--- src/cle_pkg.sv ---
// ----------------------------------------------------------------------------
// cle_pkg
// Shared types, character codes and echo tables for the console line editor.
// ----------------------------------------------------------------------------
package cle_pkg;

  // default line store depth
  localparam int unsigned LINE_BYTES_DEF = 16;

  // result kinds
  typedef enum logic [1:0] {
    KIND_ECHO = 2'd0,
    KIND_LINE = 2'd1,
    KIND_END  = 2'd2
  } cle_kind_t;

  // received control codes
  localparam logic [7:0] CTL_C   = 8'h03;
  localparam logic [7:0] CTL_H   = 8'h08;
  localparam logic [7:0] CTL_DEL = 8'h7F;
  localparam logic [7:0] CTL_U   = 8'h15;
  localparam logic [7:0] CTL_W   = 8'h17;
  localparam logic [7:0] CTL_R   = 8'h12;
  localparam logic [7:0] CTL_CR  = 8'h0D;
  localparam logic [7:0] CTL_LF  = 8'h0A;

  // printable range bounds
  localparam logic [7:0] PRINT_LO = 8'h20;
  localparam logic [7:0] PRINT_HI = 8'h80;

  // echoed characters
  localparam logic [7:0] CH_BS     = 8'h08;
  localparam logic [7:0] CH_SP     = 8'h20;
  localparam logic [7:0] CH_BEL    = 8'h07;
  localparam logic [7:0] CH_CR     = 8'h0D;
  localparam logic [7:0] CH_LF     = 8'h0A;
  localparam logic [7:0] CH_ESC    = 8'h1B;
  localparam logic [7:0] CH_CARET  = 8'h5E;
  localparam logic [7:0] CH_UC_C   = 8'h43;
  localparam logic [7:0] CH_UC_R   = 8'h52;
  localparam logic [7:0] CH_LBRACK = 8'h5B;
  localparam logic [7:0] CH_TWO    = 8'h32;
  localparam logic [7:0] CH_UC_K   = 8'h4B;

  // stored characters at or below this count as blanks for word erase
  localparam logic [6:0] BLANK_MAX = 7'h20;

  // received byte classes
  typedef enum logic [2:0] {
    CLS_OTHER,
    CLS_PRINT,
    CLS_INTR,
    CLS_ERASE,
    CLS_KILL,
    CLS_WORD,
    CLS_REPRINT,
    CLS_ENTER
  } cle_cls_t;

  // sequencer states
  typedef enum logic [2:0] {
    S_IDLE,
    S_DECODE,
    S_SEQ,
    S_WFETCH,
    S_WWAIT,
    S_LREAD,
    S_LEMIT,
    S_END
  } cle_state_t;

  // line store read address select
  typedef enum logic [1:0] {
    RD_NONE,
    RD_TAIL,
    RD_PREV,
    RD_IDX
  } cle_rd_sel_t;

  // result data select
  typedef enum logic [2:0] {
    OSEL_SEQ,
    OSEL_BYTE,
    OSEL_BEL,
    OSEL_MEM,
    OSEL_ZERO
  } cle_out_sel_t;

  // controller to datapath
  typedef struct packed {
    logic         take;
    cle_rd_sel_t  rd_sel;
    logic         cur_load;
    logic         store_wr;
    logic         len_clr;
    logic         len_dec;
    logic         pos_clr;
    logic         pos_inc;
    logic         idx_clr;
    logic         idx_inc;
    logic         out_load;
    cle_out_sel_t out_sel;
    cle_kind_t    out_kind;
    logic         out_last;
  } cle_cmd_t;

  // datapath to controller
  typedef struct packed {
    cle_cls_t cls;
    logic     in_valid;
    logic     len_zero;
    logic     len_one;
    logic     full;
    logic     pos_end;
    logic     idx_end;
    logic     next_blank;
    logic     cur_blank;
    logic     out_free;
  } cle_sts_t;

  // sort a received byte into its class
  function automatic cle_cls_t classify(input logic [7:0] c);
    cle_cls_t r;
    case (c)
      CTL_C:          r = CLS_INTR;
      CTL_H, CTL_DEL: r = CLS_ERASE;
      CTL_U:          r = CLS_KILL;
      CTL_W:          r = CLS_WORD;
      CTL_R:          r = CLS_REPRINT;
      CTL_CR, CTL_LF: r = CLS_ENTER;
      default: begin
        if (c >= PRINT_LO && c < PRINT_HI) r = CLS_PRINT;
        else r = CLS_OTHER;
      end
    endcase
    return r;
  endfunction

  // position of the final byte of each fixed echo sequence
  function automatic logic [2:0] seq_last_pos(input cle_cls_t cls);
    logic [2:0] r;
    case (cls)
      CLS_INTR:    r = 3'd3;
      CLS_REPRINT: r = 3'd3;
      CLS_KILL:    r = 3'd4;
      CLS_ENTER:   r = 3'd1;
      default:     r = 3'd2;
    endcase
    return r;
  endfunction

  // fixed echo sequence contents
  function automatic logic [7:0] seq_byte(input cle_cls_t cls, input logic [2:0] pos);
    logic [7:0] r;
    case (cls)
      CLS_INTR, CLS_REPRINT: begin
        case (pos)
          3'd0:    r = CH_CARET;
          3'd1:    r = (cls == CLS_INTR) ? CH_UC_C : CH_UC_R;
          3'd2:    r = CH_CR;
          default: r = CH_LF;
        endcase
      end
      CLS_KILL: begin
        case (pos)
          3'd0:    r = CH_CR;
          3'd1:    r = CH_ESC;
          3'd2:    r = CH_LBRACK;
          3'd3:    r = CH_TWO;
          default: r = CH_UC_K;
        endcase
      end
      CLS_ENTER: begin
        r = (pos == 3'd0) ? CH_CR : CH_LF;
      end
      default: begin
        r = (pos == 3'd1) ? CH_SP : CH_BS;
      end
    endcase
    return r;
  endfunction

endpackage

--- src/cle_in_if.sv ---
// ----------------------------------------------------------------------------
// cle_in_if
// Received byte channel: valid/ready handshake with one raw console byte.
// ----------------------------------------------------------------------------
interface cle_in_if;
  logic       valid;
  logic       ready;
  logic [7:0] byte_in;

  modport source (output valid, output byte_in, input ready);
  modport sink   (input valid, input byte_in, output ready);
endinterface

--- src/cle_out_if.sv ---
// ----------------------------------------------------------------------------
// cle_out_if
// Result channel: valid/ready handshake with kind, data and last marker.
// ----------------------------------------------------------------------------
interface cle_out_if;
  logic       valid;
  logic       ready;
  logic [1:0] kind;
  logic [7:0] data;
  logic       last;

  modport source (output valid, output kind, output data, output last, input ready);
  modport sink   (input valid, input kind, input data, input last, output ready);
endinterface

--- src/cle_datapath.sv ---
// ----------------------------------------------------------------------------
// cle_datapath
// Line store, length and sequence counters, byte latch and result register.
// ----------------------------------------------------------------------------
module cle_datapath
  import cle_pkg::*;
#(
  parameter int unsigned LINE_BYTES = LINE_BYTES_DEF
) (
  input  logic          clk,
  input  logic          rst,
  cle_in_if.sink        byte_ch,
  cle_out_if.source     result_ch,
  input  cle_cmd_t      cmd,
  output cle_sts_t      sts
);

  localparam int unsigned LEN_W = $clog2(LINE_BYTES);

  logic [6:0]       mem [LINE_BYTES];
  logic [6:0]       rdata;
  logic [LEN_W-1:0] raddr;
  logic             rd_en;

  logic [7:0]       cur_byte;
  cle_cls_t         cls;
  logic [LEN_W-1:0] len;
  logic [LEN_W-1:0] idx;
  logic [2:0]       pos;
  logic             cur_blank;

  logic             ovalid;
  logic [1:0]       okind;
  logic [7:0]       odata;
  logic             olast;
  logic [7:0]       odata_next;

  // input handshake and byte latch
  assign byte_ch.ready = cmd.take;

  always_ff @(posedge clk) begin
    if (byte_ch.valid && cmd.take) begin
      cur_byte <= byte_ch.byte_in;
    end
  end

  assign cls = classify(cur_byte);

  // line length
  always_ff @(posedge clk) begin
    if (rst) begin
      len <= '0;
    end else if (cmd.len_clr) begin
      len <= '0;
    end else if (cmd.len_dec) begin
      len <= len - LEN_W'(1);
    end else if (cmd.store_wr) begin
      len <= len + LEN_W'(1);
    end
  end

  // echo sequence position and line read index
  always_ff @(posedge clk) begin
    if (rst) begin
      pos <= '0;
      idx <= '0;
    end else begin
      if (cmd.pos_clr) begin
        pos <= '0;
      end else if (cmd.pos_inc) begin
        pos <= pos + 3'd1;
      end
      if (cmd.idx_clr) begin
        idx <= '0;
      end else if (cmd.idx_inc) begin
        idx <= idx + LEN_W'(1);
      end
    end
  end

  // read address select
  always_comb begin
    rd_en = 1'b1;
    case (cmd.rd_sel)
      RD_TAIL: raddr = len - LEN_W'(1);
      RD_PREV: raddr = len - LEN_W'(2);
      RD_IDX:  raddr = idx;
      default: begin
        raddr = idx;
        rd_en = 1'b0;
      end
    endcase
  end

  // line store, one write and one registered read per cycle
  always_ff @(posedge clk) begin
    if (cmd.store_wr) begin
      mem[len] <= cur_byte[6:0];
    end
    if (rd_en) begin
      rdata <= mem[raddr];
    end
  end

  // blank flag of the character being erased
  always_ff @(posedge clk) begin
    if (cmd.cur_load) begin
      cur_blank <= (rdata <= BLANK_MAX);
    end
  end

  // result data select
  always_comb begin
    case (cmd.out_sel)
      OSEL_SEQ:  odata_next = seq_byte(cls, pos);
      OSEL_BYTE: odata_next = cur_byte;
      OSEL_BEL:  odata_next = CH_BEL;
      OSEL_MEM:  odata_next = {1'b0, rdata};
      default:   odata_next = 8'h00;
    endcase
  end

  // result register
  always_ff @(posedge clk) begin
    if (rst) begin
      ovalid <= 1'b0;
    end else if (cmd.out_load) begin
      ovalid <= 1'b1;
    end else if (result_ch.ready) begin
      ovalid <= 1'b0;
    end
  end

  always_ff @(posedge clk) begin
    if (cmd.out_load) begin
      okind <= cmd.out_kind;
      odata <= odata_next;
      olast <= cmd.out_last;
    end
  end

  assign result_ch.valid = ovalid;
  assign result_ch.kind  = okind;
  assign result_ch.data  = odata;
  assign result_ch.last  = olast;

  // status back to the controller
  always_comb begin
    sts.cls        = cls;
    sts.in_valid   = byte_ch.valid;
    sts.len_zero   = (len == '0);
    sts.len_one    = (len == LEN_W'(1));
    sts.full       = (len == LEN_W'(LINE_BYTES - 1));
    sts.pos_end    = (pos == seq_last_pos(cls));
    sts.idx_end    = (idx == len - LEN_W'(1));
    sts.next_blank = (rdata <= BLANK_MAX);
    sts.cur_blank  = cur_blank;
    sts.out_free   = !ovalid || result_ch.ready;
  end

`ifndef SYNTH
  // length never passes the usable store size
  a_len_bound: assert property (@(posedge clk) disable iff (rst)
    len <= LEN_W'(LINE_BYTES - 1))
    else $error("line length beyond store size");

  // no character dropped from an empty line
  a_dec_nonzero: assert property (@(posedge clk) disable iff (rst)
    cmd.len_dec |-> (len != '0))
    else $error("erase on empty line");

  // a stored character grows the line by one
  a_store_grow: assert property (@(posedge clk) disable iff (rst)
    (cmd.store_wr && !cmd.len_clr && !cmd.len_dec) |=> (len == $past(len) + LEN_W'(1)))
    else $error("store write without length step");
`endif

endmodule

--- src/cle_ctrl.sv ---
// ----------------------------------------------------------------------------
// cle_ctrl
// Sequencer for the line editor: decodes the latched byte and steps the
// datapath through echo sequences, word erase and line read-out.
// ----------------------------------------------------------------------------
module cle_ctrl
  import cle_pkg::*;
(
  input  logic     clk,
  input  logic     rst,
  input  cle_sts_t sts,
  output cle_cmd_t cmd
);

  cle_state_t state;
  cle_state_t state_next;
  logic       word_stop;
  logic       seq_done;

  // word erase ends after this character when the line empties or a word
  // character is followed by a blank
  assign word_stop = sts.len_one || (!sts.cur_blank && sts.next_blank);

  // whether the fixed sequence is the final output of this byte
  always_comb begin
    case (sts.cls)
      CLS_WORD:    seq_done = word_stop;
      CLS_REPRINT: seq_done = sts.len_zero;
      CLS_ENTER:   seq_done = 1'b0;
      default:     seq_done = 1'b1;
    endcase
  end

  // state register
  always_ff @(posedge clk) begin
    if (rst) begin
      state <= S_IDLE;
    end else begin
      state <= state_next;
    end
  end

  // next state
  always_comb begin
    state_next = state;
    case (state)
      S_IDLE: begin
        if (sts.in_valid) state_next = S_DECODE;
      end
      S_DECODE: begin
        case (sts.cls)
          CLS_PRINT: begin
            if (sts.out_free) state_next = S_IDLE;
          end
          CLS_ERASE: state_next = sts.len_zero ? S_IDLE : S_SEQ;
          CLS_WORD:  state_next = sts.len_zero ? S_IDLE : S_WFETCH;
          CLS_OTHER: state_next = S_IDLE;
          default:   state_next = S_SEQ;
        endcase
      end
      S_WFETCH: state_next = S_WWAIT;
      S_WWAIT:  state_next = S_SEQ;
      S_SEQ: begin
        if (sts.out_free && sts.pos_end) begin
          case (sts.cls)
            CLS_WORD:    state_next = word_stop ? S_IDLE : S_SEQ;
            CLS_REPRINT: state_next = sts.len_zero ? S_IDLE : S_LREAD;
            CLS_ENTER:   state_next = sts.len_zero ? S_END : S_LREAD;
            default:     state_next = S_IDLE;
          endcase
        end
      end
      S_LREAD: state_next = S_LEMIT;
      S_LEMIT: begin
        if (sts.out_free) begin
          if (!sts.idx_end) state_next = S_LREAD;
          else if (sts.cls == CLS_ENTER) state_next = S_END;
          else state_next = S_IDLE;
        end
      end
      S_END: begin
        if (sts.out_free) state_next = S_IDLE;
      end
      default: state_next = S_IDLE;
    endcase
  end

  // datapath commands
  always_comb begin
    cmd          = '0;
    cmd.rd_sel   = RD_NONE;
    cmd.out_sel  = OSEL_SEQ;
    cmd.out_kind = KIND_ECHO;
    case (state)
      S_IDLE: begin
        cmd.take = 1'b1;
      end
      S_DECODE: begin
        cmd.pos_clr = 1'b1;
        if (sts.cls == CLS_PRINT && sts.out_free) begin
          cmd.out_load = 1'b1;
          cmd.out_last = 1'b1;
          cmd.out_sel  = sts.full ? OSEL_BEL : OSEL_BYTE;
          cmd.store_wr = !sts.full;
        end
      end
      S_WFETCH: begin
        cmd.rd_sel = RD_TAIL;
      end
      S_WWAIT: begin
        cmd.cur_load = 1'b1;
        cmd.pos_clr  = 1'b1;
      end
      S_SEQ: begin
        // keep the character before the tail on hand for the stop check
        if (sts.cls == CLS_WORD) cmd.rd_sel = RD_PREV;
        if (sts.out_free) begin
          cmd.out_load = 1'b1;
          cmd.out_last = sts.pos_end && seq_done;
          if (!sts.pos_end) begin
            cmd.pos_inc = 1'b1;
          end else begin
            cmd.pos_clr = 1'b1;
            cmd.idx_clr = 1'b1;
            case (sts.cls)
              CLS_INTR, CLS_KILL: cmd.len_clr = 1'b1;
              CLS_ERASE:          cmd.len_dec = 1'b1;
              CLS_WORD: begin
                cmd.len_dec  = 1'b1;
                cmd.cur_load = 1'b1;
              end
              default: ;
            endcase
          end
        end
      end
      S_LREAD: begin
        cmd.rd_sel = RD_IDX;
      end
      S_LEMIT: begin
        cmd.out_sel  = OSEL_MEM;
        cmd.out_kind = (sts.cls == CLS_ENTER) ? KIND_LINE : KIND_ECHO;
        if (sts.out_free) begin
          cmd.out_load = 1'b1;
          cmd.out_last = sts.idx_end && (sts.cls != CLS_ENTER);
          cmd.idx_inc  = 1'b1;
        end
      end
      S_END: begin
        cmd.out_sel  = OSEL_ZERO;
        cmd.out_kind = KIND_END;
        if (sts.out_free) begin
          cmd.out_load = 1'b1;
          cmd.out_last = 1'b1;
          cmd.len_clr  = 1'b1;
        end
      end
      default: ;
    endcase
  end

`ifndef SYNTH
  // results are only loaded into a free output register
  a_load_free: assert property (@(posedge clk) disable iff (rst)
    cmd.out_load |-> sts.out_free)
    else $error("result loaded over a pending result");

  // a full line never takes another character
  a_no_overfill: assert property (@(posedge clk) disable iff (rst)
    cmd.store_wr |-> !sts.full)
    else $error("store write on full line");

  // the final result of a byte returns the sequencer to idle
  a_last_idle: assert property (@(posedge clk) disable iff (rst)
    (cmd.out_load && cmd.out_last) |=> (state == S_IDLE))
    else $error("sequencer busy after final result");

  // a new byte is only taken when idle
  a_take_idle: assert property (@(posedge clk) disable iff (rst)
    cmd.take |-> (state == S_IDLE))
    else $error("byte taken while busy");
`endif

endmodule

--- src/console_line_editor_unit.sv ---
// ----------------------------------------------------------------------------
// console_line_editor_unit
// Canonical-mode line editor: takes console bytes, keeps the current line,
// and produces terminal echo, completed line bytes and end-of-line markers.
//
//   channel    dir  signals                    payload
//   byte_ch    in   valid ready byte_in        raw received byte
//   result_ch  out  valid ready kind data last echo, line byte or end marker
//
// One byte is processed at a time; a new byte is taken once the final
// result of the previous one sits in the output register.
// Steps per byte: the byte is taken in the idle state and then decoded;
// then each fixed echo byte or end marker is emitted, each stored byte
// read back from the line store is read and then emitted, and a word
// erase first fetches the tail character from the line store. The longest
// byte to handle is a word erase over a full line.
// Reset clears the length and sequencer; the line store is not cleared.
// A stalled result channel holds the sequencer in place, one result pending.
// ----------------------------------------------------------------------------
module console_line_editor_unit
  import cle_pkg::*;
#(
  parameter int unsigned LINE_BYTES = LINE_BYTES_DEF
) (
  input  logic      clk,
  input  logic      rst,
  cle_in_if.sink    byte_ch,
  cle_out_if.source result_ch
);

  cle_cmd_t cmd;
  cle_sts_t sts;

  // sequencer
  cle_ctrl u_ctrl (
    .clk (clk),
    .rst (rst),
    .sts (sts),
    .cmd (cmd)
  );

  // line store and result path
  cle_datapath #(
    .LINE_BYTES (LINE_BYTES)
  ) u_datapath (
    .clk       (clk),
    .rst       (rst),
    .byte_ch   (byte_ch),
    .result_ch (result_ch),
    .cmd       (cmd),
    .sts       (sts)
  );

endmodule

--- src/flat_wrapper.sv ---
// flat-port wrapper written by rule: the top's interface ports become plain ports
module console_line_editor_unit_flat import cle_pkg::*;
#(
  parameter int unsigned LINE_BYTES = LINE_BYTES_DEF
)
  (clk, rst, byte_ch_valid, byte_ch_byte_in, byte_ch_ready, result_ch_valid, result_ch_kind, result_ch_data, result_ch_last, result_ch_ready);
  cle_in_if byte_ch_i ();
  cle_out_if result_ch_i ();
  input  logic clk;
  input  logic rst;
  input wire logic [$bits(byte_ch_i.valid)-1:0] byte_ch_valid;
  input wire logic [$bits(byte_ch_i.byte_in)-1:0] byte_ch_byte_in;
  output wire logic [$bits(byte_ch_i.ready)-1:0] byte_ch_ready;
  output wire logic [$bits(result_ch_i.valid)-1:0] result_ch_valid;
  output wire logic [$bits(result_ch_i.kind)-1:0] result_ch_kind;
  output wire logic [$bits(result_ch_i.data)-1:0] result_ch_data;
  output wire logic [$bits(result_ch_i.last)-1:0] result_ch_last;
  input wire logic [$bits(result_ch_i.ready)-1:0] result_ch_ready;
  assign byte_ch_i.valid = byte_ch_valid;
  assign byte_ch_i.byte_in = byte_ch_byte_in;
  assign byte_ch_ready = byte_ch_i.ready;
  assign result_ch_valid = result_ch_i.valid;
  assign result_ch_kind = result_ch_i.kind;
  assign result_ch_data = result_ch_i.data;
  assign result_ch_last = result_ch_i.last;
  assign result_ch_i.ready = result_ch_ready;
  console_line_editor_unit #(.LINE_BYTES(LINE_BYTES)) u_core (.clk(clk), .rst(rst), .byte_ch(byte_ch_i), .result_ch(result_ch_i));
endmodule
--- config.mk ---
export PLATFORM = sky130hd
export DESIGN_NAME = console_line_editor_unit_flat
export DESIGN_NICKNAME = d
export VERILOG_FILES = /design/src/cle_pkg.sv /design/src/cle_in_if.sv /design/src/cle_out_if.sv /design/src/cle_datapath.sv /design/src/cle_ctrl.sv /design/src/console_line_editor_unit.sv /design/src/flat_wrapper.sv
export SDC_FILE = /design/constraint.sdc
export NUM_CORES = 1
export LEC_CHECK = 0
export BUFFER_PORTS_ARGS = -buffer_cell sky130_fd_sc_hd__buf_4
export CAP_MARGIN = 20
export CORE_MARGIN = 4
export CORE_UTILIZATION = 50
export DETAILED_ROUTE_END_ITERATION = 8
export PLACE_DENSITY = 0.66
export SLEW_MARGIN = 5
export SYNTH_ARGS = -nofsm -noshare
export SYNTH_HDL_FRONTEND = slang
export SYNTH_SLANG_ARGS = --single-unit
export TNS_END_PERCENT = 30
--- constraint.sdc ---
create_clock -name clk -period 10.41 [get_ports clk]
set_input_delay 1.041 -clock clk [delete_from_list [all_inputs] [get_ports clk]]
set_output_delay 1.041 -clock clk [all_outputs]
set_load 0.02 [all_outputs]
# Yosys cells after proc, flatten, opt, wreduce, memory -nomap -nowiden
# Memory sizes are Yosys's and may differ from the RTL's. A register that Yosys moved wholly into a read port is not among the register bits.
# Index checks and enable logic that the tools add are counted.
[word_totals]
mem_bits_rw = 112
reg_bits = 35
output_inout_bits = 13
input_bits = 12
mem_count = 1
elab_cells = 154
[memory_table]
columns = ["memory", "words", "width", "read_ports", "rd_ports_with_merged_regs", "write_ports", "line_no", "source"]
rows = [
  ["u_core.u_datapath.mem", 16, 7, 1, 1, 1, "cle_datapath.sv:20", "logic [6:0] mem [LINE_BYTES];"],
]
[classes]
order_cmp = 3
eq_ne = 39
reduce_logical = 31
mux = 65
addsub = 5
[ops]
columns = ["cell", "count"]
rows = [
  ["$pmux W8 S4", 1],
  ["$pmux W7 S4", 1],
  ["$mux W3", 9],
  ["$pmux W3 S3", 3],
  ["$eq A3 B2 Y1 const B", 8],
  ["$eq A3 B3 Y1 const B", 8],
  ["$eq A8 B4 Y1 const B", 3],
  ["$eq A8 B5 Y1 const B", 3],
  ["$pmux W3 S8", 1],
  ["$pmux W8 S3", 1],
  ["$mux W1", 23],
  ["$pmux W7 S3", 1],
  ["$reduce_or A2 Y1", 10],
  ["$pmux W3 S6", 1],
  ["$mux W2", 8],
  ["$eq A3 B1 Y1 const B", 4],
  ["$logic_not A3 Y1", 4],
  ["$mux W4", 3],
  ["$pmux W3 S4", 1],
  ["$mux W5", 2],
  ["$add A4 B1 Y4 const B", 2],
  ["$eq A8 B2 Y1 const B", 1],
  ["$eq A8 B7 Y1 const B", 1],
  ["$ge A8 B6 Y1 const B", 1],
  ["27 further kinds", 43],
]

# Depth between registers and ports, before layout
# Gate-level depths: netlist of the first run.
[logic_depth]
ltp_word = 12
mapped_depth = 14
depth_no_buf = 11

# Hierarchy
# Synthesis of the first run repeated with hierarchy kept, for this count alone.
[unflattened]
hier_cells = 587
area_unflattened_um2 = 7634.8
[by_module_without_submodules]
columns = ["mod", "cells_per_inst", "area_per_inst_um2", "n_inst"]
rows = [
  ["cle_datapath", 502, 6991.7, 1],
  ["cle_ctrl", 85, 643.1, 1],
]

# Worst setup path after synthesis of the first run
# OpenSTA, ideal clock, no wires.
[synth_timing]
path_type = "register to register"
start = "register u_core.u_datapath.cur_byte[4]"
end = "register u_core.u_datapath.rdata[0], read port of u_core.u_datapath.mem, data pin"
stages_incl_launch_ff = 12
setup_slack_ns = 6.568
arrival_time_ns = 3.559
setup_time_ns = 0.284
cell_sequence = "edfxtp_1 buf_2 nand3_1 nor4_1 a22oi_1 ha_1 clkbuf_1 mux2i_1 clkbuf_1 mux4_2 mux2i_1 mux2i_1"
[synth_between]
elab_chain_cells = 10
[synth_lines]
columns = ["element", "line_no", "source"]
rows = [
  ["start, declared", "cle_datapath.sv:25", "logic [7:0] cur_byte;"],
  ["start signal, assigned", "cle_datapath.sv:43", "cur_byte <= byte_ch.byte_in;"],
  ["$ge A8 B6 Y1 or $lt A8 B8 Y1 (tied branches)", "cle_pkg.sv:132", "if (c >= PRINT_LO && c < PRINT_HI) r = CLS_PRINT;"],
  ["$logic_and A1 B1 Y1", "cle_pkg.sv:132", ""],
  ["$mux W1", "cle_pkg.sv:132", ""],
  ["$pmux W3 S6 *", "cle_pkg.sv:124", "case (c)"],
  ["$eq A3 B3 Y1 *", "cle_ctrl.sv:116", "if (sts.cls == CLS_WORD) cmd.rd_sel = RD_PREV;"],
  ["$mux W2 *", "cle_ctrl.sv:116", ""],
  ["$pmux W2 S3 *", "cle_ctrl.sv:94", "case (state)"],
  ["$eq A2 B2 Y1 or $eq A2 B1 Y1 (tied branches)", "cle_datapath.sv:84", "case (cmd.rd_sel)"],
  ["$reduce_or A3 Y1 (no source line)", "-", ""],
  ["$mux W1", "cle_datapath.sv:84", ""],
  ["end, declared", "cle_datapath.sv:21", "logic [6:0] rdata;"],
]
# Every way passes the cells marked *; elsewhere a longest branch is shown, timed or not.
# A chain may end at the register's enable or synchronous reset.

# Final worst setup path of the first run
[layout_timing]
start = "register u_core.u_datapath.cur_byte[0]"
end = "register u_core.u_datapath.rdata[0], read port of u_core.u_datapath.mem, data pin"
# Same word-level chain as after synthesis.

==> results of run 1 <==
[Yosys cell counts (7+ instances only)]
master,count,area [um^2]
dfxtp_1,15,300
nand3_1,8,40.0
and2_1,10,62.6
a21oi_1,17,85.1
nor3_1,10,50.1
nand2b_1,11,68.8
o21ai_0,19,95.1
a31oi_1,7,43.8
clkbuf_1,13,48.8
and3_1,9,56.3
nor2_1,26,97.6
nand2_1,28,105
edfxtp_1,139,4170
buf_2,10,50.1
mux4_2,28,631
mux2i_1,23,230
inv_1,22,82.6
ha_1,17,213
[registers in the layout (all words and copies together), names as in the netlist, 3 cells and up]
signal,count
u_core.u_datapath.result_ch.data,8
u_core.u_datapath.rdata,7
u_core.u_datapath.pos,3
u_core.u_datapath.mem,112
u_core.u_datapath.cur_byte,8
u_core.u_ctrl.state,3
u_core.u_datapath.len,4
u_core.u_datapath.idx,4
[where the power goes]
part	switching, mW	internal [mW]	total [mW]
sequential	0.0709	0.761	0.832
combinational	0.207	0.121	0.328
clock	0.254	0.407	0.661
total	0.532	1.29	1.82
[path summary, 6_finish.rpt]
kind,slack [ns],start,endpoint,cells past startpoint
setup / recovery,5.91,u_core.u_datapath.cur_byte[0],u_core.u_datapath.rdata[0],10
hold / removal,0.52,u_core.u_datapath.pos[0],u_core.u_datapath.pos[0],2
setup reg to reg,5.91,u_core.u_datapath.cur_byte[0],u_core.u_datapath.rdata[0],10
hold reg to reg,0.52,u_core.u_datapath.pos[0],u_core.u_datapath.pos[0],2
[routing by layer]
| layer | share of wire | track usage |
|---|---|---|
| met5 | 0 | 0 |
| met2 | 0.48 | 0.348 |
| met1 | 0.44 | 0.313 |
| met3 | 0.071 | 0.0516 |
| met4 | 0.012 | 0.0593 |
[logic make-up (layout without fill, tap and decap cells)]
logic type | count (synthesis) | count (layout)
flip-flops | 154 | 154
AO/OA/AOI/OAI | 104 | 104
multiplexers | 52 | 52
adder cells (fa/ha/maj) | 17 | 17
other | 1 | 8
XOR/XNOR | 9 | 9
buffers and inverters | 45 | 85
AND/OR/NAND/NOR | 148 | 148
[worst max-delay path, delay by kind of cell (launching register included)]
family          cells  cell delay [ns]
compound gates      2             0.32
simple gates        3             0.96
buf+inv             1             0.47
flops               1             0.96
fa+ha+maj           1             0.52
mux                 3             0.97
[final cells by class]
type	instances	area (um^2)
Timing Repair Buffer	31	233
Clock inverter	14	209
Inverter	22	82.6
Clock buffer	18	429
Multi-Input combinational cell	338	2800
Tap cell	184	230
Sequential cell	154	4470
Fill cell	1170	6080
==> impl_metrics.py, run 1 <==
metrics = {
    "finish": {
        "layout_common_cells": "edfxtp_1, buf_4, nand2_1, mux4_2, nor2_1",
        "layout.cells.non_filler": 761,
        "drive_gt1_frac": 0.184,
        "syn2layout_area_growth_pct": 14.1,
        "layout.nets": 593,
        "post-route-util": 0.582,
        "final_common_cell": "edfxtp_1",
        "final_area_mm2": 0.00845,
        "n_antenna_cell": 0,
    },
    "global_routing": {
        "antenna_found_initial": 0,
        "grt_use_total": 0.221,
        "grt_overflow": 0,
        "grt_start_max_net_pins": 31,
        "grt_pass1_wl_um": 27300,
        "grt_pass1_vias": 4742,
    },
    "floorplanning": {
        "ios": 25,
        "start_util": 0.510,
        "dieArea_mm2": 0.0168,
        "placement_rows": 44,
        "fp.coreArea_mm2": 0.0145,
        "die_w_um": 130,
        "fp.dieH_um": 130,
    },
    "routing": {
        "drt_pass1_iterations": 5,
        "wl_per_cell_um": 22.7,
        "vias_per_cell": 6.27,
        "num_vias": 4768,
        "drc": 0,
        "wirelength_um": 17300,
        "antenna_left": 0,
        "drt_iter0_markers": 725,
    },
    "place": {
        "pre_cts_slack_ns": 5.94,
        "gp_congestion": 0.957,
        "dp.cells": 729,
        "hpwl_um": 11500,
        "io_buffers": 24,
        "place_area_mm2": 0.00782,
    },
    "logic_synthesis": {
        "synth_edf_count": 139,
        "synth_fa_ha_area_frac": 0.0287,
        "synth_warnings": 0,
        "ys_ff_latch": 154,
        "async_flop_share": 0,
        "synth_compound_area_frac": 0.101,
        "synthMuxAreaShare": 0.118,
        "syn_area_per_cell_um2": 14.0,
        "ys_seq_area_frac": 0.604,
        "netlist_area_mm2": 0.00741,
        "synthCells": 530,
        "synthFlopType": "edfxtp_1",
        "synth-xor-area-share": 0.0125,
        "synth_top_family_by_area": "multiplexers",
        "yosys.area_share.simple": 0.111,
        "synth.distinct_cells": 71,
    },
    "worst_setup_path": {
        "critPathKind": "flop to flop",
        "cp_max_fo": 30,
        "slowest_delay_ns": 0.96,
        "cp-end-kind": "flop",
        "cp_common_cell": "mux2i_1",
        "required_ns": 10.57,
        "crit_chain": "nand3_1, nor4_1, a22oi_1, ha_1, nor2_1, a21oi_4, buf_4, mux4_2, mux2i_1, mux2i_1",
        "slowest_stage": "edfxtp_1",
        "startpoint_type": "flop",
        "critPathArrivalTime_ns": 4.66,
    },
    "cts": {
        "postCtsHoldBufs": 0,
        "numCtsBuffers": 17,
        "clk_latency_ns": 0.43,
        "cts_resized": 0,
        "cts_buffer_depth": 2,
        "cts-root-buf": "clkbuf_16",
        "cts_sinks": 154,
        "htreeDepth": 4,
        "clk_pin_slew_worst_paths_ns": 0.06,
        "cts_setup_buffers": 0,
        "cts_tree": "built",
    },
    "timing": {
        "rsz0062_at_grt": "no",
        "maxSlewViolCount": 0,
        "post-route-period-util": 0.432,
        "setup_ws_ns": 5.91,
        "slew_headroom": 0.331,
        "timing.hold.ws_ns": 0.521,
        "finalCriticalPeriod_ns": 4.50,
        "finalSetupViolations": 0,
        "fmax_mhz": 222,
        "finalHoldViolCount": 0,
        "setup_tns_ns": 0,
        "clock-skew-final_ns": 0.0123,
        "tightest_slew_ns": 1.00,
    },
    "pwr": {
        "p_total_mw": 1.82,
        "ir_drop_v": 0.000119,
        "leakagePower_nw": 2.91,
        "powerDensity_mw_per_mm2": 215,
    },
    "hold_path": {
        "hold_path.class": "flop to flop",
    },
    "run_status": {
        "status": "finished, final reports clean",
    },
    "flow_run": {
        "cap_violations": 0,
    },
}
Power figures use the tool's default switching activity.
==> inputs of run 2 (changes only) <==
- ABC_AREA: default -> 1
- clock period: 10.41 -> 4.6 ns (I/O delays scaled with it)
==> impl_metrics.py, run 2 <==
metrics = {
    "floorplanning": {
        "fp.dieH_um": 129,
        "die_w_um": 129,
        "fp.coreArea_mm2": 0.0145,
        "start_util": 0.507,
        "placement_rows": 44,
        "dieArea_mm2": 0.0167,
        "ios": 25,
    },
    "finish": {
        "layout.nets": 789,
        "n_fill_cell": 1189,
        "layout_common_cells": "edfxtp_1, nor2_1, nand2_1",
        "largest_register_ffs": 112,
        "syn2layout_area_growth_pct": 14.2,
        "post-route-util": 0.579,
        "register_area_mm2": 0.00447,
        "top_register": "u_core.u_datapath.mem",
        "n_antenna_cell": 0,
        "drive_gt1_frac": 0.123,
        "multi_input_area_mm2": 0.00252,
        "final_common_cell": "edfxtp_1",
    },
    "routing": {
        "drt_iter0_markers": 510,
        "drc": 0,
        "drt_pass1_iterations": 5,
        "num_vias": 5450,
        "vias_per_cell": 5.70,
        "antenna_left": 0,
        "wl_per_cell_um": 18.4,
        "wirelength_um": 17600,
    },
    "worst_setup_path": {
        "cp-end-kind": "flop",
        "cp_max_fo": 28,
        "critPathKind": "flop to flop",
        "reg2regPathDepth": 17,
        "worstSetupStartpoint": "u_core.u_datapath.cur_byte[6]",
        "r2r_slack_ns": 0.70,
        "worstSetupEndpoint": "u_core.u_datapath.rdata[2]",
        "slowest_stage": "inv_1",
        "crit_chain": "inv_2, nand2_2, nor2_2, nand3_1, inv_1, nand2_1, nand2_1, inv_1, ha_1, a21oi_1, o21ai_0, o21ai_1, inv_1, o21ai_0, o221ai_1, o211ai_1, nand2_1",
        "startpoint_type": "flop",
        "required_ns": 4.89,
        "r2r_start": "u_core.u_datapath.cur_byte[6]",
        "critPathArrivalTime_ns": 4.19,
        "slowest_delay_ns": 0.64,
        "r2r-end": "u_core.u_datapath.rdata[2]",
    },
    "logic_synthesis": {
        "async_flop_share": 0,
        "synth_edf_count": 139,
        "yosys.area.top_type": "edfxtp_1",
        "synth.distinct_cells": 40,
        "synth_warnings": 0,
        "syn_area_per_cell_um2": 10.2,
        "yosys.area.top_type_share": 0.568,
        "synthFlopType": "edfxtp_1",
        "ys_ff_latch": 154,
        "ys_seq_area_frac": 0.609,
        "synthCells": 722,
        "yosys-top-cells-count": "edfxtp_1, nor2_1, nand2_1",
        "netlist_area_mm2": 0.00734,
        "synth_most_common_cell": "edfxtp_1",
        "synth_area_leaders": "edfxtp_1, nor2_1, nand2_1, o21ai_0, dfxtp_1",
    },
    "place": {
        "gp_congestion": 0.893,
        "io_buffers": 24,
        "hpwl_um": 12000,
    },
    "timing": {
        "timing.hold.ws_ns": 0.218,
        "setup_tns_ns": 0,
        "post-route-period-util": 0.847,
        "slew_headroom": 0.424,
        "tightest_slew_ns": 0.864,
        "fmax_mhz": 257,
        "finalSetupViolations": 0,
        "finalHoldViolCount": 0,
        "maxSlewViolCount": 0,
        "finalCriticalPeriod_ns": 3.90,
        "clock-skew-final_ns": 0.00954,
        "rsz0062_at_grt": "no",
    },
    "pwr": {
        "ir_drop_v": 0.000247,
        "p_total_mw": 3.54,
        "powerDensity_mw_per_mm2": 422,
        "leakagePower_nw": 3.16,
    },
    "cts": {
        "postCtsHoldBufs": 0,
        "htreeDepth": 4,
        "cts_resized": 0,
        "cts_sinks": 154,
        "cts_tree": "built",
        "clk_latency_ns": 0.42,
        "cts-root-buf": "clkbuf_16",
        "numCtsBuffers": 17,
        "cts_buffer_depth": 2,
        "cts_setup_buffers": 0,
        "clk_pin_slew_worst_paths_ns": 0.06,
    },
    "global_routing": {
        "grt_start_max_net_pins": 57,
        "grt_use_total": 0.222,
        "grt_pass1_vias": 5224,
        "grt_pass1_wl_um": 28000,
        "grt_overflow": 0,
        "antenna_found_initial": 0,
    },
    "run_status": {
        "status": "finished, final reports clean",
    },
    "hold_path": {
        "holdPathStages": 1,
        "hold_path.class": "input port to flop",
        "hp-start": "byte_ch_byte_in[6]",
    },
    "flow_run": {
        "cap_violations": 0,
    },
}
run 2: changes by cell type after synthesis, sizes merged, moves of 25 or more:
cell and change:
mux4 -28, nand3 +25, o21ai +56, inv +52
nand2 +87, nor2 +106
run 2: worst min path at each step:
stage | endpoint | slack (ns)
after detailed placement | u_core.u_datapath.pos[2] | 0.46
after global placement | u_core.u_datapath.pos[2] | 0.46
after global routing | u_core.u_datapath.cur_byte[6] | 0.19
final | u_core.u_datapath.cur_byte[6] | 0.22
after floorplan | u_core.u_datapath.pos[2] | 0.44
after CTS | u_core.u_datapath.cur_byte[6] | 0.20
run 2: cell type report:
cell class / count / area share
clock inverter: 13 / 0.0230
multi-input combinational: 478 / 0.301
clock buffer: 18 / 0.0512
inverter: 74 / 0.0331
tap: 184 / 0.0274
sequential: 154 / 0.533
timing repair buffer: 35 / 0.0313
run 2: per-stage QoR:
step / cells / area [um^2] / setup WS, ns
final: 956 / 8390 / 0.702
after global routing: 956 / 8390 / 0.331
after CTS: 956 / 8390 / 0.754
after detailed placement: 925 / 7770 / 0.785
after global placement: 925 / 7770 / 0.858
after floorplan: 729 / 7370 / 1.62
run 2: routing by layer:
layer / vias up / GRT usage / part of all wire
met2: 220 / 0.335 / 0.46
met4: 0 / 0.0828 / 0.022
li1: 2587 / - / -
met3: 33 / 0.0602 / 0.077
met1: 2610 / 0.309 / 0.44
met5: - / 0 / 0
run 2: critical path, delay by kind of cell, from the launching register on:
kind / cells / cell delay, ns
flip-flops: 1 / 0.62
AND/OR/NAND/NOR: 6 / 0.77
AO/OA/AOI/OAI: 6 / 0.94
adder cells (fa/ha/maj): 1 / 0.39
buffers and inverters: 4 / 1.04
run 2: where the power goes:
| group | total (mW) | internal, mW | leakage [nW] | switching (mW) |
|---|---|---|---|---|
| Sequential | 1.65 | 1.60 | 1.39 | 0.0418 |
| Clock | 1.47 | 0.912 | 0.303 | 0.555 |
| Combinational | 0.423 | 0.128 | 1.48 | 0.295 |
run 2: logic make-up after synthesis:
family	Yosys count	share of synthesized area
simple gates	295	0.175
flops	154	0.609
buf+inv	97	0.0508
other cells	1	0.000511
compound gates	149	0.125
fa+ha+maj	17	0.0290
xor+xnor	9	0.0107
